==> src/sv/hkt_pkg.sv <==
package hkt_pkg;

    localparam int CODE_W      = 8;
    localparam int TIME_W      = 32;
    localparam int CFG_W       = 16;
    localparam int CFG_IDX_W   = 2;
    localparam int COUNT_W     = 3;
    localparam int ACTION_W    = 2;
    localparam int INPUT_KEYS  = 6;

    // action codes
    localparam logic [ACTION_W-1:0] ACT_REPORT = 2'd0;
    localparam logic [ACTION_W-1:0] ACT_TICK   = 2'd1;
    localparam logic [ACTION_W-1:0] ACT_QUERY  = 2'd2;
    localparam logic [ACTION_W-1:0] ACT_NOP    = 2'd3;

    // result kinds
    localparam logic KIND_EVENT = 1'b0;
    localparam logic KIND_QUERY = 1'b1;

    // configuration register indexes
    localparam logic [CFG_IDX_W-1:0] CFG_REPEAT_DELAY  = 2'd0;
    localparam logic [CFG_IDX_W-1:0] CFG_REPEAT_PERIOD = 2'd1;

    localparam logic [CFG_W-1:0] RESET_REPEAT_DELAY  = 16'd500;
    localparam logic [CFG_W-1:0] RESET_REPEAT_PERIOD = 16'd70;

    typedef enum logic [2:0] {
        ST_IDLE,
        ST_RELEASE,
        ST_ASSIGN,
        ST_FLUSH,
        ST_TICK,
        ST_QUERY
    } hkt_state_t;

    // sequencer -> slot bank
    typedef struct packed {
        logic seen_clear;
        logic seen_acc;
        logic release_apply;
        logic assign_wr;
        logic deadline_wr;
    } hkt_slot_cmd_t;

    // slot bank -> sequencer
    typedef struct packed {
        logic known;
        logic free_ok;
        logic repeat_due;
    } hkt_slot_status_t;

endpackage

==> src/sv/hkt_if.sv <==
interface hkt_req_if;
    import hkt_pkg::*;

    logic                  valid;
    logic                  ready;
    logic [ACTION_W-1:0]   action;
    logic [TIME_W-1:0]     time_ms;
    logic [CODE_W-1:0]     modifier_bits;
    logic [COUNT_W-1:0]    key_count;
    logic [CODE_W-1:0]     key_a;
    logic [CODE_W-1:0]     key_b;
    logic [CODE_W-1:0]     key_c;
    logic [CODE_W-1:0]     key_d;
    logic [CODE_W-1:0]     key_e;
    logic [CODE_W-1:0]     key_f;

    modport source (
        output valid, action, time_ms, modifier_bits, key_count,
               key_a, key_b, key_c, key_d, key_e, key_f,
        input  ready
    );
    modport sink (
        input  valid, action, time_ms, modifier_bits, key_count,
               key_a, key_b, key_c, key_d, key_e, key_f,
        output ready
    );
endinterface

interface hkt_rsp_if;
    import hkt_pkg::*;

    logic              valid;
    logic              ready;
    logic              kind;
    logic [CODE_W-1:0] event_code;
    logic [CODE_W-1:0] event_modifiers;
    logic              is_down;
    logic              last;

    modport source (
        output valid, kind, event_code, event_modifiers, is_down, last,
        input  ready
    );
    modport sink (
        input  valid, kind, event_code, event_modifiers, is_down, last,
        output ready
    );
endinterface

interface hkt_cfg_if;
    import hkt_pkg::*;

    logic                 valid;
    logic                 ready;
    logic [CFG_IDX_W-1:0] reg_index;
    logic [CFG_W-1:0]     data;

    modport source (output valid, reg_index, data, input ready);
    modport sink   (input valid, reg_index, data, output ready);
endinterface

==> src/sv/hkt_slot_bank.sv <==
module hkt_slot_bank #(
    parameter int SLOTS = 8
) (
    input  logic                          clk,
    input  logic                          rst_n,
    input  hkt_pkg::hkt_slot_cmd_t        cmd,
    input  logic [hkt_pkg::CODE_W-1:0]    key,
    input  logic [hkt_pkg::CODE_W-1:0]    mods,
    input  logic [hkt_pkg::TIME_W-1:0]    now,
    input  logic [hkt_pkg::CFG_W-1:0]     addend,
    output hkt_pkg::hkt_slot_status_t     status,
    output logic [hkt_pkg::CODE_W-1:0]    rec_code,
    output logic [hkt_pkg::CODE_W-1:0]    rec_mods
);
    import hkt_pkg::*;

    localparam int SLOT_W = (SLOTS > 1) ? $clog2(SLOTS) : 1;

    logic [SLOTS-1:0]  active_reg;
    logic [SLOTS-1:0]  seen_reg;
    logic [SLOTS-1:0]  seen_next;
    logic [SLOTS-1:0]  match;
    logic [SLOT_W-1:0] recent_reg;
    logic [SLOT_W-1:0] free_idx;
    logic              free_ok;
    logic [TIME_W-1:0] sum;

    logic [CODE_W-1:0] code_reg     [SLOTS];
    logic [CODE_W-1:0] mods_reg     [SLOTS];
    logic [TIME_W-1:0] deadline_reg [SLOTS];

    // one lane per slot: code compare against the key under test
    always_comb
    begin
        for (int s = 0; s < SLOTS; s++)
        begin
            match[s] = (code_reg[s] == key);
        end
    end

    // highest inactive slot wins
    always_comb
    begin
        free_ok  = 1'b0;
        free_idx = '0;
        for (int s = 0; s < SLOTS; s++)
        begin
            if (!active_reg[s])
            begin
                free_ok  = 1'b1;
                free_idx = SLOT_W'(s);
            end
        end
    end

    // shared deadline adder: now + delay on press, now + period on repeat
    assign sum = now + TIME_W'(addend);

    assign seen_next = cmd.seen_acc ? (seen_reg | match) : seen_reg;

    always_comb
    begin
        status.known      = |(active_reg & match);
        status.free_ok    = free_ok;
        status.repeat_due = active_reg[recent_reg] && (now > deadline_reg[recent_reg]);
    end

    assign rec_code = code_reg[recent_reg];
    assign rec_mods = mods_reg[recent_reg];

    always_ff @(posedge clk or negedge rst_n)
    begin
        if (!rst_n)
        begin
            active_reg <= '0;
            seen_reg   <= '0;
            recent_reg <= '0;
        end
        else
        begin
            if (cmd.seen_clear)
            begin
                seen_reg <= '0;
            end
            else
            begin
                seen_reg <= seen_next;
            end

            if (cmd.release_apply)
            begin
                active_reg <= active_reg & seen_next;
            end
            else if (cmd.assign_wr)
            begin
                active_reg[free_idx] <= 1'b1;
            end

            if (cmd.assign_wr)
            begin
                recent_reg <= free_idx;
            end
        end
    end

    always_ff @(posedge clk)
    begin
        if (cmd.assign_wr)
        begin
            code_reg[free_idx]     <= key;
            mods_reg[free_idx]     <= mods;
            deadline_reg[free_idx] <= sum;
        end
        else if (cmd.deadline_wr)
        begin
            deadline_reg[recent_reg] <= sum;
        end
    end

endmodule

==> src/sv/hid_key_tracker_autorepeat_core.sv <==
// Channel  Role    Transaction carries
// -------  ------  ---------------------------------------------------------------
// req      sink    action, time_ms, modifier_bits, key_count, key_a..key_f
// rsp      source  kind, event_code, event_modifiers, is_down, last
// cfg      sink    reg_index, data (repeat_delay_ms, repeat_period_ms)
//
// Report: key_count is clamped to REPORT_KEYS; the key walk steps one report code per
//   cycle through the slot comparators, once to release and once to assign, and the
//   assign walk holds while a second press waits for a full output to drain.
// Action 3: no result.
// rsp back-pressure stalls the sequencer only when a result has to be written.
// rst_n clears slots, recent slot, down map, config (500 / 70) and handshake state.
// req is not ready until the current item has issued all of its results.
module hid_key_tracker_autorepeat_core #(
    parameter int SLOTS       = 8,
    parameter int REPORT_KEYS = 6
) (
    input  logic      clk,
    input  logic      rst_n,
    hkt_req_if.sink   req,
    hkt_rsp_if.source rsp,
    hkt_cfg_if.sink   cfg
);
    import hkt_pkg::*;

    localparam int KEY_W = (REPORT_KEYS > 1) ? $clog2(REPORT_KEYS) : 1;

    // ---------------------------------------------------------------------
    // State
    // ---------------------------------------------------------------------
    hkt_state_t         state_reg, state_next;
    logic [KEY_W-1:0]   key_idx_reg, key_idx_next;

    // The down map is the latest report's code list: a code is down when it
    // is nonzero and appears among the first map_count codes.
    logic [CODE_W-1:0]  map_keys_reg [REPORT_KEYS];
    logic [COUNT_W-1:0] map_count_reg;

    logic [TIME_W-1:0]  now_reg;
    logic [CODE_W-1:0]  mods_reg;
    logic [CODE_W-1:0]  qkey_reg;

    // press event held back until we know whether it is the last one
    logic               pend_valid_reg;
    logic [CODE_W-1:0]  pend_code_reg;

    logic               out_valid_reg;
    logic               out_kind_reg;
    logic [CODE_W-1:0]  out_code_reg;
    logic [CODE_W-1:0]  out_mods_reg;
    logic               out_down_reg;
    logic               out_last_reg;

    logic [CFG_W-1:0]   delay_reg;
    logic [CFG_W-1:0]   period_reg;

    // ---------------------------------------------------------------------
    // Datapath helpers
    // ---------------------------------------------------------------------
    logic [CODE_W-1:0]  rpt_in [INPUT_KEYS];
    logic [COUNT_W-1:0] count_clamped;
    logic               accept;
    logic               out_free;
    logic [CODE_W-1:0]  key_cur;
    logic               key_in_range;
    logic               last_key;
    logic               new_event;
    logic               step_ok;
    logic               query_hit;
    logic               query_down;

    hkt_slot_cmd_t      cmd;
    hkt_slot_status_t   status;
    logic [CODE_W-1:0]  rec_code;
    logic [CODE_W-1:0]  rec_mods;
    logic [CFG_W-1:0]   addend;

    // outputs of the control decode
    logic               req_ready;
    logic               load_out;
    logic               ld_kind;
    logic [CODE_W-1:0]  ld_code;
    logic [CODE_W-1:0]  ld_mods;
    logic               ld_down;
    logic               ld_last;
    logic               pend_set;
    logic               pend_clr;
    logic               use_period;

    assign rpt_in[0] = req.key_a;
    assign rpt_in[1] = req.key_b;
    assign rpt_in[2] = req.key_c;
    assign rpt_in[3] = req.key_d;
    assign rpt_in[4] = req.key_e;
    assign rpt_in[5] = req.key_f;

    assign count_clamped = (req.key_count > COUNT_W'(REPORT_KEYS)) ?
                           COUNT_W'(REPORT_KEYS) : req.key_count;

    assign accept   = req.valid && req_ready;
    assign out_free = !out_valid_reg || rsp.ready;

    assign key_cur      = map_keys_reg[key_idx_reg];
    assign key_in_range = COUNT_W'(key_idx_reg) < map_count_reg;
    assign last_key     = ({1'b0, COUNT_W'(key_idx_reg)} + 4'd1) >= {1'b0, map_count_reg};

    // new code, not held by an active slot, and a slot is free
    assign new_event = key_in_range && (key_cur != '0) && !status.known && status.free_ok;
    // only a second event with the output still full has to wait
    assign step_ok   = !(new_event && pend_valid_reg && !out_free);

    always_comb
    begin
        query_hit = 1'b0;
        for (int j = 0; j < REPORT_KEYS; j++)
        begin
            if ((COUNT_W'(j) < map_count_reg) && (map_keys_reg[j] == qkey_reg))
            begin
                query_hit = 1'b1;
            end
        end
    end
    assign query_down = query_hit && (qkey_reg != '0);

    assign addend = use_period ? period_reg : delay_reg;

    hkt_slot_bank #(
        .SLOTS (SLOTS)
    ) u_slot_bank (
        .clk      (clk),
        .rst_n    (rst_n),
        .cmd      (cmd),
        .key      (key_cur),
        .mods     (mods_reg),
        .now      (now_reg),
        .addend   (addend),
        .status   (status),
        .rec_code (rec_code),
        .rec_mods (rec_mods)
    );

    // ---------------------------------------------------------------------
    // Sequencer: next state
    // ---------------------------------------------------------------------
    always_comb
    begin
        state_next = state_reg;
        unique case (state_reg)
            ST_IDLE:
            begin
                if (accept)
                begin
                    unique case (req.action)
                        ACT_REPORT: state_next = ST_RELEASE;
                        ACT_TICK:   state_next = ST_TICK;
                        ACT_QUERY:  state_next = ST_QUERY;
                        default:    state_next = ST_IDLE;
                    endcase
                end
            end
            ST_RELEASE:
            begin
                if (last_key)
                begin
                    state_next = ST_ASSIGN;
                end
            end
            ST_ASSIGN:
            begin
                if (step_ok && last_key)
                begin
                    state_next = ST_FLUSH;
                end
            end
            ST_FLUSH:
            begin
                if (!pend_valid_reg || out_free)
                begin
                    state_next = ST_IDLE;
                end
            end
            ST_TICK:
            begin
                if (!status.repeat_due || out_free)
                begin
                    state_next = ST_IDLE;
                end
            end
            ST_QUERY:
            begin
                if (out_free)
                begin
                    state_next = ST_IDLE;
                end
            end
            default: state_next = ST_IDLE;
        endcase
    end

    // ---------------------------------------------------------------------
    // Sequencer: control decode
    // ---------------------------------------------------------------------
    always_comb
    begin
        req_ready    = 1'b0;
        cmd          = '0;
        load_out     = 1'b0;
        ld_kind      = KIND_EVENT;
        ld_code      = '0;
        ld_mods      = '0;
        ld_down      = 1'b0;
        ld_last      = 1'b0;
        pend_set     = 1'b0;
        pend_clr     = 1'b0;
        use_period   = 1'b0;
        key_idx_next = key_idx_reg;

        unique case (state_reg)
            ST_IDLE:
            begin
                req_ready      = 1'b1;
                cmd.seen_clear = 1'b1;
                key_idx_next   = '0;
            end
            ST_RELEASE:
            begin
                // mark every slot whose code matches this report code
                cmd.seen_acc = key_in_range;
                if (last_key)
                begin
                    cmd.release_apply = 1'b1;
                    key_idx_next      = '0;
                end
                else
                begin
                    key_idx_next = key_idx_reg + KEY_W'(1);
                end
            end
            ST_ASSIGN:
            begin
                if (step_ok)
                begin
                    key_idx_next = key_idx_reg + KEY_W'(1);
                    if (new_event)
                    begin
                        cmd.assign_wr = 1'b1;
                        pend_set      = 1'b1;
                        if (pend_valid_reg)
                        begin
                            // older press goes out; a newer one follows it
                            load_out = 1'b1;
                            ld_code  = pend_code_reg;
                            ld_mods  = mods_reg;
                        end
                    end
                end
            end
            ST_FLUSH:
            begin
                if (pend_valid_reg && out_free)
                begin
                    load_out = 1'b1;
                    ld_code  = pend_code_reg;
                    ld_mods  = mods_reg;
                    ld_last  = 1'b1;
                    pend_clr = 1'b1;
                end
            end
            ST_TICK:
            begin
                use_period = 1'b1;
                if (status.repeat_due && out_free)
                begin
                    load_out        = 1'b1;
                    ld_code         = rec_code;
                    ld_mods         = rec_mods;
                    ld_last         = 1'b1;
                    cmd.deadline_wr = 1'b1;
                end
            end
            ST_QUERY:
            begin
                if (out_free)
                begin
                    load_out = 1'b1;
                    ld_kind  = KIND_QUERY;
                    ld_code  = qkey_reg;
                    ld_down  = query_down;
                    ld_last  = 1'b1;
                end
            end
            default:
            begin
                req_ready = 1'b0;
            end
        endcase
    end

    // ---------------------------------------------------------------------
    // Control registers
    // ---------------------------------------------------------------------
    always_ff @(posedge clk or negedge rst_n)
    begin
        if (!rst_n)
        begin
            state_reg      <= ST_IDLE;
            key_idx_reg    <= '0;
            map_count_reg  <= '0;
            pend_valid_reg <= 1'b0;
            out_valid_reg  <= 1'b0;
            delay_reg      <= RESET_REPEAT_DELAY;
            period_reg     <= RESET_REPEAT_PERIOD;
        end
        else
        begin
            state_reg   <= state_next;
            key_idx_reg <= key_idx_next;

            if (accept && (req.action == ACT_REPORT))
            begin
                map_count_reg <= count_clamped;
            end

            if (pend_set)
            begin
                pend_valid_reg <= 1'b1;
            end
            else if (pend_clr)
            begin
                pend_valid_reg <= 1'b0;
            end

            if (load_out)
            begin
                out_valid_reg <= 1'b1;
            end
            else if (rsp.ready)
            begin
                out_valid_reg <= 1'b0;
            end

            if (cfg.valid)
            begin
                unique case (cfg.reg_index)
                    CFG_REPEAT_DELAY:  delay_reg  <= cfg.data;
                    CFG_REPEAT_PERIOD: period_reg <= cfg.data;
                    default:           delay_reg  <= delay_reg;
                endcase
            end
        end
    end

    // ---------------------------------------------------------------------
    // Payload registers
    // ---------------------------------------------------------------------
    always_ff @(posedge clk)
    begin
        if (accept)
        begin
            now_reg  <= req.time_ms;
            mods_reg <= req.modifier_bits;
            qkey_reg <= req.key_a;
            if (req.action == ACT_REPORT)
            begin
                for (int j = 0; j < REPORT_KEYS; j++)
                begin
                    map_keys_reg[j] <= rpt_in[j];
                end
            end
        end

        if (pend_set)
        begin
            pend_code_reg <= key_cur;
        end

        if (load_out)
        begin
            out_kind_reg <= ld_kind;
            out_code_reg <= ld_code;
            out_mods_reg <= ld_mods;
            out_down_reg <= ld_down;
            out_last_reg <= ld_last;
        end
    end

    // ---------------------------------------------------------------------
    // Ports
    // ---------------------------------------------------------------------
    assign req.ready           = req_ready;
    assign cfg.ready           = 1'b1;
    assign rsp.valid           = out_valid_reg;
    assign rsp.kind            = out_kind_reg;
    assign rsp.event_code      = out_code_reg;
    assign rsp.event_modifiers = out_mods_reg;
    assign rsp.is_down         = out_down_reg;
    assign rsp.last            = out_last_reg;

endmodule

==> src/flat_wrapper.sv <==
// flat-port wrapper written by rule: the top's interface ports become plain ports
module hid_key_tracker_autorepeat_core_flat import hkt_pkg::*;
#(
    parameter int SLOTS       = 8,
    parameter int REPORT_KEYS = 6
)
  (clk, rst_n, req_valid, req_action, req_time_ms, req_modifier_bits, req_key_count, req_key_a, req_key_b, req_key_c, req_key_d, req_key_e, req_key_f, req_ready, rsp_valid, rsp_kind, rsp_event_code, rsp_event_modifiers, rsp_is_down, rsp_last, rsp_ready, cfg_valid, cfg_reg_index, cfg_data, cfg_ready);
  hkt_req_if req_i ();
  hkt_rsp_if rsp_i ();
  hkt_cfg_if cfg_i ();
  input  logic clk;
  input  logic rst_n;
  input wire logic [$bits(req_i.valid)-1:0] req_valid;
  input wire logic [$bits(req_i.action)-1:0] req_action;
  input wire logic [$bits(req_i.time_ms)-1:0] req_time_ms;
  input wire logic [$bits(req_i.modifier_bits)-1:0] req_modifier_bits;
  input wire logic [$bits(req_i.key_count)-1:0] req_key_count;
  input wire logic [$bits(req_i.key_a)-1:0] req_key_a;
  input wire logic [$bits(req_i.key_b)-1:0] req_key_b;
  input wire logic [$bits(req_i.key_c)-1:0] req_key_c;
  input wire logic [$bits(req_i.key_d)-1:0] req_key_d;
  input wire logic [$bits(req_i.key_e)-1:0] req_key_e;
  input wire logic [$bits(req_i.key_f)-1:0] req_key_f;
  output wire logic [$bits(req_i.ready)-1:0] req_ready;
  output wire logic [$bits(rsp_i.valid)-1:0] rsp_valid;
  output wire logic [$bits(rsp_i.kind)-1:0] rsp_kind;
  output wire logic [$bits(rsp_i.event_code)-1:0] rsp_event_code;
  output wire logic [$bits(rsp_i.event_modifiers)-1:0] rsp_event_modifiers;
  output wire logic [$bits(rsp_i.is_down)-1:0] rsp_is_down;
  output wire logic [$bits(rsp_i.last)-1:0] rsp_last;
  input wire logic [$bits(rsp_i.ready)-1:0] rsp_ready;
  input wire logic [$bits(cfg_i.valid)-1:0] cfg_valid;
  input wire logic [$bits(cfg_i.reg_index)-1:0] cfg_reg_index;
  input wire logic [$bits(cfg_i.data)-1:0] cfg_data;
  output wire logic [$bits(cfg_i.ready)-1:0] cfg_ready;
  assign req_i.valid = req_valid;
  assign req_i.action = req_action;
  assign req_i.time_ms = req_time_ms;
  assign req_i.modifier_bits = req_modifier_bits;
  assign req_i.key_count = req_key_count;
  assign req_i.key_a = req_key_a;
  assign req_i.key_b = req_key_b;
  assign req_i.key_c = req_key_c;
  assign req_i.key_d = req_key_d;
  assign req_i.key_e = req_key_e;
  assign req_i.key_f = req_key_f;
  assign req_ready = req_i.ready;
  assign rsp_valid = rsp_i.valid;
  assign rsp_kind = rsp_i.kind;
  assign rsp_event_code = rsp_i.event_code;
  assign rsp_event_modifiers = rsp_i.event_modifiers;
  assign rsp_is_down = rsp_i.is_down;
  assign rsp_last = rsp_i.last;
  assign rsp_i.ready = rsp_ready;
  assign cfg_i.valid = cfg_valid;
  assign cfg_i.reg_index = cfg_reg_index;
  assign cfg_i.data = cfg_data;
  assign cfg_ready = cfg_i.ready;
  hid_key_tracker_autorepeat_core #(.SLOTS(SLOTS), .REPORT_KEYS(REPORT_KEYS)) u_core (.clk(clk), .rst_n(rst_n), .req(req_i), .rsp(rsp_i), .cfg(cfg_i));
endmodule
==> config.mk <==
export PLATFORM = sky130hd
export DESIGN_NAME = hid_key_tracker_autorepeat_core_flat
export DESIGN_NICKNAME = d
export VERILOG_FILES = /design/src/sv/hkt_pkg.sv /design/src/sv/hkt_if.sv /design/src/sv/hkt_slot_bank.sv /design/src/sv/hid_key_tracker_autorepeat_core.sv /design/src/flat_wrapper.sv
export SDC_FILE = /design/constraint.sdc
export NUM_CORES = 1
export LEC_CHECK = 0
export ABC_AREA = 1
export BUFFER_PORTS_ARGS = -buffer_cell sky130_fd_sc_hd__buf_2
export CORE_AREA = 10 10 254 256
export CTS_CLUSTER_DIAMETER = 200
export DETAILED_ROUTE_END_ITERATION = 8
export DIE_AREA = 0 0 264 266
export GPL_TIMING_DRIVEN = 0
export SETUP_SLACK_MARGIN = 0.2
export SLEW_MARGIN = 40
export SYNTH_ARGS = -nofsm -noshare
export SYNTH_HDL_FRONTEND = slang
export SYNTH_SLANG_ARGS = --single-unit
==> constraint.sdc <==
create_clock -name clk -period 5.61 [get_ports clk]
set_input_delay 0.2805 -clock clk [delete_from_list [all_inputs] [get_ports clk]]
set_output_delay 0.2805 -clock clk [all_outputs]
set_load 0.05 [all_outputs]
Yosys cells after proc, flatten, opt, wreduce, memory -nomap -nowiden

Memory sizes are Yosys's and may differ from the RTL's.
Cells that the tools add are included.

Memories: 4
RAM bits: 432
Logic and storage cells: 203
Input bits: 116
Bits in registers: 137
ROM bits: 0
Output and inout bits: 22
Latch bits: 0

Mux-type cells: 87
Order comparisons: 13
Divide/modulo/power cells: 0
Reduce and logical (&&, ||, !) cells: 44
Bitwise gates (word level): 4
Shift operators: 0
Multipliers: 0
Eq/ne operators: 29
Add/subtract/negate cells: 3

Memories:

| memory                          | depth | bits a word | rd ports | clocked after Yosys merged registers in | write ports | RTL line                              | RTL |
|---|---|---|---|---|---|---|---|
| u_core.u_slot_bank.deadline_reg | 8     | 32          | 1        | 0                                       | 1           | hkt_slot_bank.sv:30                   | `logic [TIME_W-1:0] deadline_reg [SLOTS];` |
| u_core.u_slot_bank.code_reg     | 8     | 8           | 9        | 0                                       | 1           | hkt_slot_bank.sv:28                   | `logic [CODE_W-1:0] code_reg [SLOTS];` |
| u_core.u_slot_bank.mods_reg     | 8     | 8           | 1        | 0                                       | 1           | hkt_slot_bank.sv:29                   | `logic [CODE_W-1:0] mods_reg [SLOTS];` |
| u_core.map_keys_reg             | 6     | 8           | 7        | 0                                       | 6           | hid_key_tracker_autorepeat_core.sv:36 | `logic [CODE_W-1:0] map_keys_reg [REPORT_KEYS];` |

Operator list:

| operator                                               | number |
|---|---|
| 2-to-1 mux 8 bit                                       | 15 |
| equality test 8 bit                                    | 14 |
| 2-to-1 mux 3 bit                                       | 16 |
| 2-to-1 mux 1 bit                                       | 44 |
| adder 32 x 16 -> 32 bit                                | 1 |
| > comparator 32 bit                                    | 1 |
| 2-to-1 mux 32 bit                                      | 1 |
| one-hot mux 8 bit (4 select lines)                     | 1 |
| OR reduction 32 bit                                    | 1 |
| one-hot mux 8 bit (3 select lines)                     | 1 |
| logical AND 1 bit                                      | 19 |
| one-hot mux 3 bit (3 select lines)                     | 2 |
| one-hot mux 3 bit (6 select lines)                     | 1 |
| bitwise AND 8 bit                                      | 2 |
| 2-to-1 mux 16 bit                                      | 1 |
| bitwise OR 8 bit                                       | 2 |
| nonzero test 8 bit                                     | 2 |
| inequality test 2 x 1 -> 1 bit (second input constant) | 6 |
| < comparator 3 x 4 -> 1 bit (second input constant)    | 2 |
| AND reduction 2 bit                                    | 4 |
| OR reduction 8 bit                                     | 1 |
| equality test 3 x 2 -> 1 bit (second input constant)   | 2 |
| equality test 3 bit (second input constant)            | 2 |
| zero test 1 bit                                        | 6 |
| other kinds (24)                                       | 33 |

Longest topological paths before layout

Gate-level depths: netlist of run 1.

Word-level depth: 17
Depth in mapped cells: 24
Gate-level depth less buffers: 21

Modules after synthesis

Synthesis of run 1 repeated with hierarchy kept, for this count alone.

Cell total of the unflattened synthesis: 2507
Area, all modules: 26457.9 um^2

Modules (own cells, without submodules):

| module                          | area an instance (um^2) | cells each | instances | sequential area each (um^2) |
|---|---|---|---|---|
| hkt_slot_bank                   | 18969.4                 | 1786       | 1         | 12006.5 |
| hid_key_tracker_autorepeat_core | 7488.4                  | 721        | 1         | 4780.8 |

Worst setup path after synthesis of run 1

OpenSTA, ideal clock, no wires.

Path type: register to register
Start point: register u_core.u_slot_bank.recent_reg[0]
End point: memory u_core.u_slot_bank.deadline_reg[3][0] (enable)
Buffers on the path: 4
Data arrival time: 4.699 ns
Cell stages (with the launch flop): 22
Path slack: 0.489 ns
Required time: 5.189 ns
Setup time: 0.421 ns
Clock period less this slack: 5.121 ns
Path through: dfrtp_1 > inv_1 > clkbuf_1 > buf_1 > buf_1 > nor2_1 > o221ai_1 > o21ai_0 > ha_1 > nand2_1 > inv_1 > nand3_1 > nor2_1 > nand3_1 > nor4_1 > nor2_1 > nand3_1 > buf_2 > nand2_1 > o21ai_0 > nand3_1 > nor2_1

Cells in the longest elaborated chain, start to end: 11
Elaborated cells on any way between the ends: 14
Classes of those cells: 1 x order compare; 9 x mux; 3 x reduce/logical; 1 x memory

RTL lines:

| item                                                                                 | RTL line                               | RTL |
|---|---|---|
| start, declared                                                                      | hkt_slot_bank.sv:23                    | `logic [SLOT_W-1:0] recent_reg;` |
| start signal, assigned                                                               | hkt_slot_bank.sv:101                   | `recent_reg <= free_idx;` |
| memory (8 x 32 bit) / binary-select mux 1 bit (select 3 bit) (equally long branches) | -                                      |  |
| > comparator 32 bit / 2-to-1 mux 1 bit (equally long branches)                       | hkt_slot_bank.sv:65                    | `status.repeat_due = active_reg[recent_reg] && (now > deadline_reg[recent_reg]);` |
| logical AND 1 bit                                                                    | hkt_slot_bank.sv:65                    |  |
| logical AND 1 bit                                                                    | hid_key_tracker_autorepeat_core.sv:272 | `if (status.repeat_due && out_free)` |
| 2-to-1 mux 1 bit                                                                     | hid_key_tracker_autorepeat_core.sv:272 |  |
| 2-to-1 mux 1 bit                                                                     | hid_key_tracker_autorepeat_core.sv:218 | `unique case (state_reg)` |
| 2-to-1 mux 1 bit                                                                     | hkt_slot_bank.sv:114                   | `else if (cmd.deadline_wr)` |
| 2-to-1 mux 1 bit                                                                     | hkt_slot_bank.sv:108                   | `if (cmd.assign_wr)` |
| 2-to-1 mux 1 bit (not written as such)                                               | hkt_slot_bank.sv:116                   | `deadline_reg[recent_reg] <= sum;` |
| OR reduction 32 bit (no line)                                                        | -                                      |  |
| 2-to-1 mux 3 bit (no line) / 2-to-1 mux 1 bit (equally long branches)                | -                                      |  |
| end, declared                                                                        | hkt_slot_bank.sv:30                    |  |

Several ways; a longest one is shown, not always the timed one. The select of a mux whose other input is x is not followed.

Final worst setup path of run 1

Start point: register u_core.state_reg[0]
End point: memory u_core.u_slot_bank.deadline_reg[3][27], data pin

Cells in the longest elaborated chain, start to end: 5

RTL lines:

| item                           | RTL line                               | RTL |
|---|---|---|
| start, declared                | hid_key_tracker_autorepeat_core.sv:31  | `hkt_state_t state_reg, state_next;` |
| start signal, assigned         | hid_key_tracker_autorepeat_core.sv:316 | `state_reg <= state_next;` |
| equality test 3 bit            | hid_key_tracker_autorepeat_core.sv:218 |  |
| 2-to-1 mux 1 bit               | hid_key_tracker_autorepeat_core.sv:218 |  |
| 2-to-1 mux 16 bit              | hid_key_tracker_autorepeat_core.sv:125 | `assign addend = use_period ? period_reg : delay_reg;` |
| adder 32 x 16 -> 32 bit        | hkt_slot_bank.sv:57                    | `assign sum = now + TIME_W'(addend);` |
| via u_core.u_slot_bank.sum[27] | hkt_slot_bank.sv:26                    | `logic [TIME_W-1:0] sum;` |
| 2-to-1 mux 32 bit (no line)    | -                                      |  |

The timed path passes the listed nets, and every way through them passes these cells.

==> impl_metrics.prom, run 1 <==
# TYPE chip_impl_metric gauge
chip_impl_metric{name="nFillCells",unit=""} 5086
chip_impl_metric{name="initial_utilization",unit=""} 0.444
chip_impl_metric{name="cts_sinks",unit=""} 569
chip_impl_metric{name="die_height",unit="µm"} 266
chip_impl_metric{name="floorplan.io_pins",unit=""} 138
chip_impl_metric{name="postSynthCellCount",unit=""} 2494
chip_impl_metric{name="setup-violations-final",unit=""} 0
chip_impl_metric{name="post_synth_num_cell_types",unit=""} 51
chip_impl_metric{name="grt_antenna_before_repair",unit=""} 0
chip_impl_info{name="cts_tree",value="built"} 1
chip_impl_info{name="clock_tree.root_cell",value="sky130_fd_sc_hd__clkbuf_16"} 1
chip_impl_info{name="critical_path_cell_list",value="nor2_1, nand2_1, clkinvlp_4, clkbuf_1, nand2_1, nand2_1, ha_1, nand3_1, nand2_1, a21oi_1, o21ai_1, a21boi_0, o21bai_1, a21boi_2, nor2_1, nand2_1, xnor2_1"} 1
chip_impl_metric{name="finalWeightedCongestion",unit=""} 0.901
chip_impl_info{name="worst_path_most_repeated_cell",value="sky130_fd_sc_hd__nand2_1"} 1
chip_impl_metric{name="clkPwrFrac",unit=""} 0.241
chip_impl_metric{name="grt-ovfl-total",unit=""} 0
chip_impl_metric{name="power.share.switching",unit=""} 0.405
chip_impl_metric{name="grt_usage",unit=""} 0.218
chip_impl_info{name="synth-main-ff-cell",value="sky130_fd_sc_hd__edfxtp_1"} 1
chip_impl_metric{name="wirelength",unit="mm"} 78.1
chip_impl_metric{name="clock.fmax",unit="MHz"} 193
chip_impl_metric{name="final_design_area_no_fill",unit="mm²"} 0.0324
chip_impl_metric{name="synth.top_cell.area_share",unit=""} 0.574
chip_impl_info{name="top_cells_by_area_in_the_synthesized_netlist",value="sky130_fd_sc_hd__edfxtp_1, sky130_fd_sc_hd__nand2_1, sky130_fd_sc_hd__o21ai_0, sky130_fd_sc_hd__dfrtp_1, sky130_fd_sc_hd__nor2_1"} 1
chip_impl_metric{name="hpwl",unit="mm"} 54.9
chip_impl_metric{name="synth_seq_cells",unit=""} 569
chip_impl_metric{name="finalClockSkew",unit="ns"} 0.0327
chip_impl_metric{name="clkSlewWorstSetupHoldPaths",unit="ns"} 0.06
chip_impl_metric{name="timing.final.crit_period",unit="ns"} 5.17
chip_impl_metric{name="synth_sequential_area_ratio",unit=""} 0.633
chip_impl_metric{name="postLayoutCoreUtil",unit=""} 0.542
chip_impl_metric{name="postSynthAreaPerCell",unit="µm²"} 10.6
chip_impl_metric{name="areaGrowthSynthToFinish",unit="%"} 22.1
chip_impl_metric{name="core-area",unit="mm²"} 0.0597
chip_impl_metric{name="drt-wirelength-per-cell",unit="µm"} 21.2
chip_impl_metric{name="dieArea",unit="mm²"} 0.0702
chip_impl_metric{name="routed-via-count",unit=""} 20100
chip_impl_metric{name="synth_net_count",unit=""} 2668
chip_impl_metric{name="vias_per_cell",unit=""} 5.46
chip_impl_metric{name="layout-drive-gt1-share",unit=""} 0.149
chip_impl_metric{name="clock_path_buffers",unit=""} 3
chip_impl_metric{name="syn_area",unit="mm²"} 0.0265
chip_impl_metric{name="number_of_cell_rows",unit=""} 90
chip_impl_metric{name="layoutNonFillerInstCount",unit=""} 3682
chip_impl_metric{name="switching_power",unit="mW"} 7.09
chip_impl_info{name="synth_top_area_cell",value="sky130_fd_sc_hd__edfxtp_1"} 1
chip_impl_metric{name="cp.arrival",unit="ns"} 5.53
chip_impl_metric{name="grt_pass1_wl",unit="mm"} 119
chip_impl_metric{name="largest_register_ffs",unit=""} 256
chip_impl_metric{name="tightest_slew",unit="ns"} 0.811
chip_impl_info{name="cpLargestDelayFamily",value="simple AND/OR/NAND/NOR gates"} 1
chip_impl_metric{name="route.antenna.remaining_nets",unit=""} 0
chip_impl_metric{name="antenna-diode-count",unit=""} 0
chip_impl_metric{name="internal_power",unit="mW"} 10.4
chip_impl_metric{name="fin_hold_ws",unit="ns"} 0.0638
chip_impl_metric{name="layout_setup_ws",unit="ns"} 0.441
chip_impl_metric{name="cts_inserted_buffers",unit=""} 61
chip_impl_metric{name="comb_power_share",unit=""} 0.406
chip_impl_metric{name="post_place_worst_slack",unit="ns"} -0.994
chip_impl_metric{name="report.final.slew_viol_count",unit=""} 0
chip_impl_metric{name="chipWidth",unit="µm"} 264
chip_impl_metric{name="fin_nets",unit=""} 3021
chip_impl_info{name="worst_setup_path_end_kind",value="flip-flop"} 1
chip_impl_metric{name="critical_path.max_stage_delay",unit="ns"} 0.54
chip_impl_metric{name="worst_ep_required_time",unit="ns"} 5.97
chip_impl_metric{name="ctsHtreeMaxLevel",unit=""} 2
chip_impl_metric{name="first_global_vias",unit=""} 20100
chip_impl_metric{name="detail_route.drc_violations",unit=""} 0
chip_impl_metric{name="cellLeakagePower",unit="nW"} 12.8
chip_impl_metric{name="async_flop_share",unit=""} 0.109
chip_impl_info{name="min-delay-path-class",value="primary input to flip-flop"} 1
chip_impl_info{name="critical_path_class",value="flip-flop to flip-flop"} 1
chip_impl_metric{name="dpl-instance-area",unit="mm²"} 0.0289
chip_impl_metric{name="vdd_ir_drop_max",unit="mV"} 0.505
chip_impl_metric{name="max-slew-margin-rel",unit=""} 0.456
chip_impl_metric{name="maxCapViolCount",unit=""} 0
chip_impl_metric{name="timing.final.crit_share",unit=""} 0.921
chip_impl_metric{name="critical_path.n_buffers_inverters",unit=""} 2
chip_impl_info{name="rsz_0062_raised_after_global_routing",value="false"} 1
chip_impl_metric{name="critical_path.max_fanout",unit=""} 10
chip_impl_info{name="worst_path_max_delay_cell",value="sky130_fd_sc_hd__xnor2_1"} 1
chip_impl_info{name="top_usage_layer_grt",value="met2"} 1
chip_impl_metric{name="placement.io_buffers",unit=""} 136
chip_impl_metric{name="power_density_relative_to_cell_area",unit="mW/mm²"} 540
chip_impl_metric{name="later_pin_clock_latency_in_the_skew_report",unit="ns"} 0.65
chip_impl_metric{name="numPlacedInstances",unit=""} 3447
chip_impl_metric{name="power.sequential.fraction",unit=""} 0.353
chip_impl_metric{name="final_hold_viol_count",unit=""} 0
chip_impl_metric{name="ys_warn_count",unit=""} 0
chip_impl_info{name="setup.worst_path.start_class",value="flip-flop"} 1
chip_impl_metric{name="post_synth_edffs",unit=""} 507
chip_impl_metric{name="global_route_track_usage_on_met1",unit=""} 0.280
chip_impl_metric{name="detailedRoute.firstIterationViolations",unit=""} 2010
chip_impl_metric{name="met2_usage",unit=""} 0.369
chip_impl_metric{name="firstDrtPassIters",unit=""} 6
chip_impl_info{name="outcome",value="finished, final reports clean"} 1
chip_impl_metric{name="grt_max_degree",unit=""} 44
chip_impl_metric{name="global_route.usage.met3",unit=""} 0.0297
## cell usage after synthesis (7+ instances only)
cell type	instances
sky130_fd_sc_hd__nand4_1	20
sky130_fd_sc_hd__o21ai_1	11
sky130_fd_sc_hd__nor2_1	256
sky130_fd_sc_hd__nand2_2	11
sky130_fd_sc_hd__o21bai_1	7
sky130_fd_sc_hd__xnor2_1	45
sky130_fd_sc_hd__nand3_2	25
sky130_fd_sc_hd__dfrtp_1	53
sky130_fd_sc_hd__dfstp_2	9
sky130_fd_sc_hd__clkbuf_1	87
sky130_fd_sc_hd__o211ai_1	16
sky130_fd_sc_hd__nand2_4	10
sky130_fd_sc_hd__edfxtp_1	507
sky130_fd_sc_hd__xor2_1	26
sky130_fd_sc_hd__o22ai_1	37
sky130_fd_sc_hd__buf_2	8
sky130_fd_sc_hd__nand2_1	492
sky130_fd_sc_hd__inv_1	194
sky130_fd_sc_hd__a21oi_1	84
sky130_fd_sc_hd__nand3_1	117
sky130_fd_sc_hd__o21ai_0	290
sky130_fd_sc_hd__o221ai_1	49
sky130_fd_sc_hd__nor3_1	13
sky130_fd_sc_hd__ha_1	57
sky130_fd_sc_hd__buf_1	8
## what timing repair did
action | CTS | global route
gates resized for setup | 35 | 70
endpoints found under the setup margin | 291 | 298
hold buffers | 108 | 0
buffers inserted | 7 | 4
endpoints found under the hold margin | 193 | 0
pin swaps | 7 | 2
## cell families after synthesis
kind of cell / after synthesis / share of synthesized area
AND/OR/NAND/NOR: 968 / 0.158
buffers and inverters: 314 / 0.0473
XOR/XNOR: 71 / 0.0235
AO/OA/AOI/OAI: 513 / 0.110
other: 1 / 0.000141
flip-flops: 569 / 0.633
adder cells (fa/ha/maj): 58 / 0.0277
## power by group through the flow
stage          combinational [mW]  sequential, mW  clock (mW)
2_1_floorplan                4.11            6.42           0
3_3_place_gp                 6.48            6.27           0
3_5_place_dp                 6.88            6.26           0
4_1_cts                      7.01            6.17        4.27
5_1_grt                      7.82            6.23        4.46
6_report                     7.10            6.18        4.22
## layout make-up
type / count / area (µm²) / share of cell area
Buffer: 113 / 609 / 0.0188
Clock buffer: 83 / 1680 / 0.0519
Clock inverter: 33 / 424 / 0.0131
Inverter: 201 / 763 / 0.0236
Multi-Input combinational cell: 1611 / 8600 / 0.266
Sequential cell: 569 / 16800 / 0.519
Tap cell: 782 / 978 / 0.0302
Timing Repair Buffer: 290 / 2530 / 0.0782
## cells in the final DEF (no fill, tap or decap), drive strengths merged, types with 45 or more instances in the layout
cell and count:
a21oi 84, buf 205, clkbuf 173, dfrtp 53, dlygate4sd3 108, edfxtp 507
ha 57, inv 202, nand2 513, nand3 142, nor2 264, o21ai 302
o221ai 49, xnor2 45
## worst reg2reg max path, cell delays in order, from the launching register on
cell,delay (ns)
sky130_fd_sc_hd__dfrtp_1,0.44
sky130_fd_sc_hd__nor2_1,0.07
sky130_fd_sc_hd__nand2_1,0.49
sky130_fd_sc_hd__clkinvlp_4,0.49
sky130_fd_sc_hd__clkbuf_1,0.36
sky130_fd_sc_hd__nand2_1,0.12
sky130_fd_sc_hd__nand2_1,0.08
sky130_fd_sc_hd__ha_1,0.35
sky130_fd_sc_hd__nand3_1,0.11
sky130_fd_sc_hd__nand2_1,0.11
sky130_fd_sc_hd__a21oi_1,0.11
sky130_fd_sc_hd__o21ai_1,0.28
sky130_fd_sc_hd__a21boi_0,0.22
sky130_fd_sc_hd__o21bai_1,0.50
sky130_fd_sc_hd__a21boi_2,0.20
sky130_fd_sc_hd__nor2_1,0.29
sky130_fd_sc_hd__nand2_1,0.13
sky130_fd_sc_hd__xnor2_1,0.54
## through the flow
step / TNS (ns) / total power [mW]
2_1_floorplan: 0 / 10.5
3_3_place_gp: -542.55 / 12.8
3_5_place_dp: -193.56 / 13.1
4_1_cts: 0 / 17.4
5_1_grt: 0 / 18.5
6_report: 0 / 17.5
## per-layer routing
metal / wire length (µm) / vias to the layer above
met1: 32700 / 9802
met4: 2510 / 0
met2: 38000 / 719
met3: 4810 / 142
met5: 0 / -
li1: - / 9442
## final timing paths
check / from / slack [ns] / depth (start not counted) / to
hold / removal: cfg_valid / 0.06 / 4 / u_core.period_reg[11]
max in group asynchronous: rst_n / 4.91 / 3 / u_core.map_count_reg[2]
setup / recovery: u_core.state_reg[0] / 0.44 / 17 / u_core.u_slot_bank.deadline_reg[3][27]
hold reg to reg: u_core.delay_reg[11] / 0.49 / 2 / u_core.delay_reg[11]
min in group asynchronous: rst_n / 0.13 / 2 / u_core.period_reg[4]
setup reg to reg: u_core.state_reg[0] / 0.44 / 17 / u_core.u_slot_bank.deadline_reg[3][27]
Power figures use the tool's default switching activity.
==> run 2: changes to the inputs <==
==> constraint.sdc (replaced) <==
create_clock -name clk -period 6.2 [get_ports clk]
set_input_delay 0.31 -clock clk [delete_from_list [all_inputs] [get_ports clk]]
set_output_delay 0.31 -clock clk [all_outputs]
set_load 0.05 [all_outputs]
==> run 2 against run 1 <==
Effect of this change: total power fell by 9.8%; via count barely moved; first-iteration DRC count rose by 3.3%; critical path depth rose by 6.
==> impl_metrics.prom, run 2 (synthesis gave the netlist of run 1 again) <==
# TYPE chip_impl_metric gauge
chip_impl_metric{name="tightest_slew",unit="ns"} 0.858
chip_impl_metric{name="finalWeightedCongestion",unit=""} 0.901
chip_impl_metric{name="timing.final.crit_period",unit="ns"} 5.81
chip_impl_metric{name="dieArea",unit="mm²"} 0.0702
chip_impl_info{name="most-common-layout-cells",value="sky130_fd_sc_hd__edfxtp_1, sky130_fd_sc_hd__nand2_1, sky130_fd_sc_hd__o21ai_0"} 1
chip_impl_metric{name="maxCapViolCount",unit=""} 0
chip_impl_metric{name="first_global_vias",unit=""} 20000
chip_impl_info{name="clock_tree.root_cell",value="sky130_fd_sc_hd__clkbuf_16"} 1
chip_impl_info{name="rsz_0062_raised_after_global_routing",value="false"} 1
chip_impl_metric{name="placement.io_buffers",unit=""} 136
chip_impl_metric{name="die_height",unit="µm"} 266
chip_impl_metric{name="cts_inserted_buffers",unit=""} 61
chip_impl_info{name="worst_setup_path_end_kind",value="flip-flop"} 1
chip_impl_metric{name="grt_max_degree",unit=""} 44
chip_impl_metric{name="route.antenna.remaining_nets",unit=""} 0
chip_impl_metric{name="grt_antenna_before_repair",unit=""} 0
chip_impl_metric{name="worst_ep_required_time",unit="ns"} 6.55
chip_impl_metric{name="clock.fmax",unit="MHz"} 172
chip_impl_metric{name="report.final.slew_viol_count",unit=""} 0
chip_impl_metric{name="cellLeakagePower",unit="nW"} 12.7
chip_impl_metric{name="postLayoutCoreUtil",unit=""} 0.540
chip_impl_metric{name="ctsHtreeMaxLevel",unit=""} 2
chip_impl_metric{name="setup-violations-final",unit=""} 0
chip_impl_info{name="min-delay-path-class",value="primary input to flip-flop"} 1
chip_impl_metric{name="floorplan.io_pins",unit=""} 138
chip_impl_info{name="timing.critical_path.from",value="u_core.u_slot_bank.recent_reg[0]"} 1
chip_impl_metric{name="antenna-diode-count",unit=""} 0
chip_impl_metric{name="number_of_cell_rows",unit=""} 90
chip_impl_metric{name="hpwl",unit="mm"} 54.9
chip_impl_metric{name="grt_usage",unit=""} 0.217
chip_impl_metric{name="max-slew-margin-rel",unit=""} 0.428
chip_impl_metric{name="final_hold_viol_count",unit=""} 0
chip_impl_metric{name="final_design_area_no_fill",unit="mm²"} 0.0322
chip_impl_metric{name="initial_utilization",unit=""} 0.444
chip_impl_metric{name="dpl-instance-area",unit="mm²"} 0.0289
chip_impl_metric{name="finalClockSkew",unit="ns"} 0.0316
chip_impl_metric{name="firstDrtPassIters",unit=""} 6
chip_impl_metric{name="layout-drive-gt1-share",unit=""} 0.141
chip_impl_metric{name="grt-ovfl-total",unit=""} 0
chip_impl_info{name="setup.worst_path.start_class",value="flip-flop"} 1
chip_impl_metric{name="vdd_ir_drop_max",unit="mV"} 0.458
chip_impl_info{name="cts_tree",value="built"} 1
chip_impl_metric{name="later_pin_clock_latency_in_the_skew_report",unit="ns"} 0.65
chip_impl_metric{name="wirelength",unit="mm"} 78.3
chip_impl_metric{name="cp.arrival",unit="ns"} 6.16
chip_impl_metric{name="fin_nets",unit=""} 3015
chip_impl_metric{name="timing.final.crit_share",unit=""} 0.937
chip_impl_metric{name="detailedRoute.firstIterationViolations",unit=""} 2077
chip_impl_metric{name="clkSlewWorstSetupHoldPaths",unit="ns"} 0.06
chip_impl_metric{name="drt-wirelength-per-cell",unit="µm"} 21.3
chip_impl_metric{name="grt_pass1_wl",unit="mm"} 119
chip_impl_metric{name="core-area",unit="mm²"} 0.0597
chip_impl_metric{name="critical_path.max_fanout",unit=""} 15
chip_impl_metric{name="largest_register_ffs",unit=""} 256
chip_impl_metric{name="routed-via-count",unit=""} 20100
chip_impl_metric{name="cts_sinks",unit=""} 569
chip_impl_info{name="commonest_non_fill_non_tap_cell_in_the_layout",value="sky130_fd_sc_hd__edfxtp_1"} 1
chip_impl_info{name="outcome",value="finished, final reports clean"} 1
chip_impl_metric{name="chipWidth",unit="µm"} 264
chip_impl_metric{name="vias_per_cell",unit=""} 5.47
chip_impl_info{name="crit-reg2reg-launch",value="u_core.u_slot_bank.recent_reg[0]"} 1
chip_impl_metric{name="detail_route.drc_violations",unit=""} 0
chip_impl_metric{name="areaGrowthSynthToFinish",unit="%"} 21.6
chip_impl_metric{name="fin_hold_ws",unit="ns"} 0.101
chip_impl_metric{name="power_density_relative_to_cell_area",unit="mW/mm²"} 490
chip_impl_metric{name="clock_path_buffers",unit=""} 3
chip_impl_info{name="timing.hold.worst.start",value="cfg_valid"} 1
chip_impl_info{name="critical_path_class",value="flip-flop to flip-flop"} 1
chip_impl_metric{name="setup_tns",unit="ns"} 0
run 2: final timing paths:
path | endpoint | slack, ns | depth (start not counted)
hold reg to reg | u_core.delay_reg[11] | 0.49 | 2
min in group asynchronous | u_core.period_reg[3] | 0.17 | 2
setup / recovery | u_core.u_slot_bank.deadline_reg[4][16] | 0.39 | 23
hold / removal | u_core.period_reg[11] | 0.10 | 4
setup reg to reg | u_core.u_slot_bank.deadline_reg[4][16] | 0.39 | 23
max in group asynchronous | u_core.map_count_reg[2] | 5.47 | 3
run 2: through the flow:
step | setup slack (ns) | power, mW | std cells
global placement | -2.36 | 11.5 | 3412
CTS | 0.205 | 15.8 | 3673
global route | 0.176 | 16.7 | 3676
floorplan | 1.08 | 9.53 | 2494
finish | 0.390 | 15.8 | 3676
detailed placement | -0.404 | 11.9 | 3447
run 2: cell type report:
class                      instances  area, µm²
clock inverter                    33        424
buffer                           112        532
multi-input combinational       1611       8590
fill                            5106      27400
timing repair buffer             285       2490
tap                              782        978
sequential                       569      16800
inverter                         201        759
clock buffer                      83       1680
run 2: layer usage:
metal / track usage / share of wire / vias up
li1: - / - / 9429
met1: 0.277 / 0.41 / 9780
met3: 0.0319 / 0.066 / 144
met5: 0 / 0 / -
met2: 0.368 / 0.49 / 748
met4: 0.0814 / 0.034 / 0
run 2: timing repair:
action | 4_1_cts | 5_1_grt
pin swaps | 4 | 2
setup buffers | 3 | 3
gates resized for setup | 19 | 22
endpoints found under the hold margin | 191 | 0
setup endpoints to repair | 257 | 257
hold buffers | 108 | 0
run 2: worst max-delay path: stages (launching register included):
cell and delay (ns):
sky130_fd_sc_hd__dfrtp_1 0.37, sky130_fd_sc_hd__inv_1 0.21, sky130_fd_sc_hd__clkbuf_2 0.32, sky130_fd_sc_hd__clkbuf_2 0.36
sky130_fd_sc_hd__clkbuf_2 0.39, sky130_fd_sc_hd__nor2_1 0.07, sky130_fd_sc_hd__o22ai_1 0.19, sky130_fd_sc_hd__o21ai_0 0.17
sky130_fd_sc_hd__ha_1 0.36, sky130_fd_sc_hd__nand2_1 0.07, sky130_fd_sc_hd__inv_1 0.06, sky130_fd_sc_hd__nand3_1 0.12
sky130_fd_sc_hd__nor2_1 0.19, sky130_fd_sc_hd__nand3_1 0.23, sky130_fd_sc_hd__nor4_2 0.40, sky130_fd_sc_hd__nor2_1 0.10
sky130_fd_sc_hd__nand3_1 0.21, sky130_fd_sc_hd__buf_2 0.35, sky130_fd_sc_hd__nand2_1 0.08, sky130_fd_sc_hd__o21ai_0 0.24
sky130_fd_sc_hd__nand2_1 0.22, sky130_fd_sc_hd__nor2_4 0.40, sky130_fd_sc_hd__buf_16 0.21, sky130_fd_sc_hd__buf_16 0.17
run 2: report_power, final:
part	internal, mW	switching, mW	leakage, nW
Sequential	5.30	0.291	5.37
Combinational	1.80	4.58	6.29
Clock	2.27	1.54	1.02
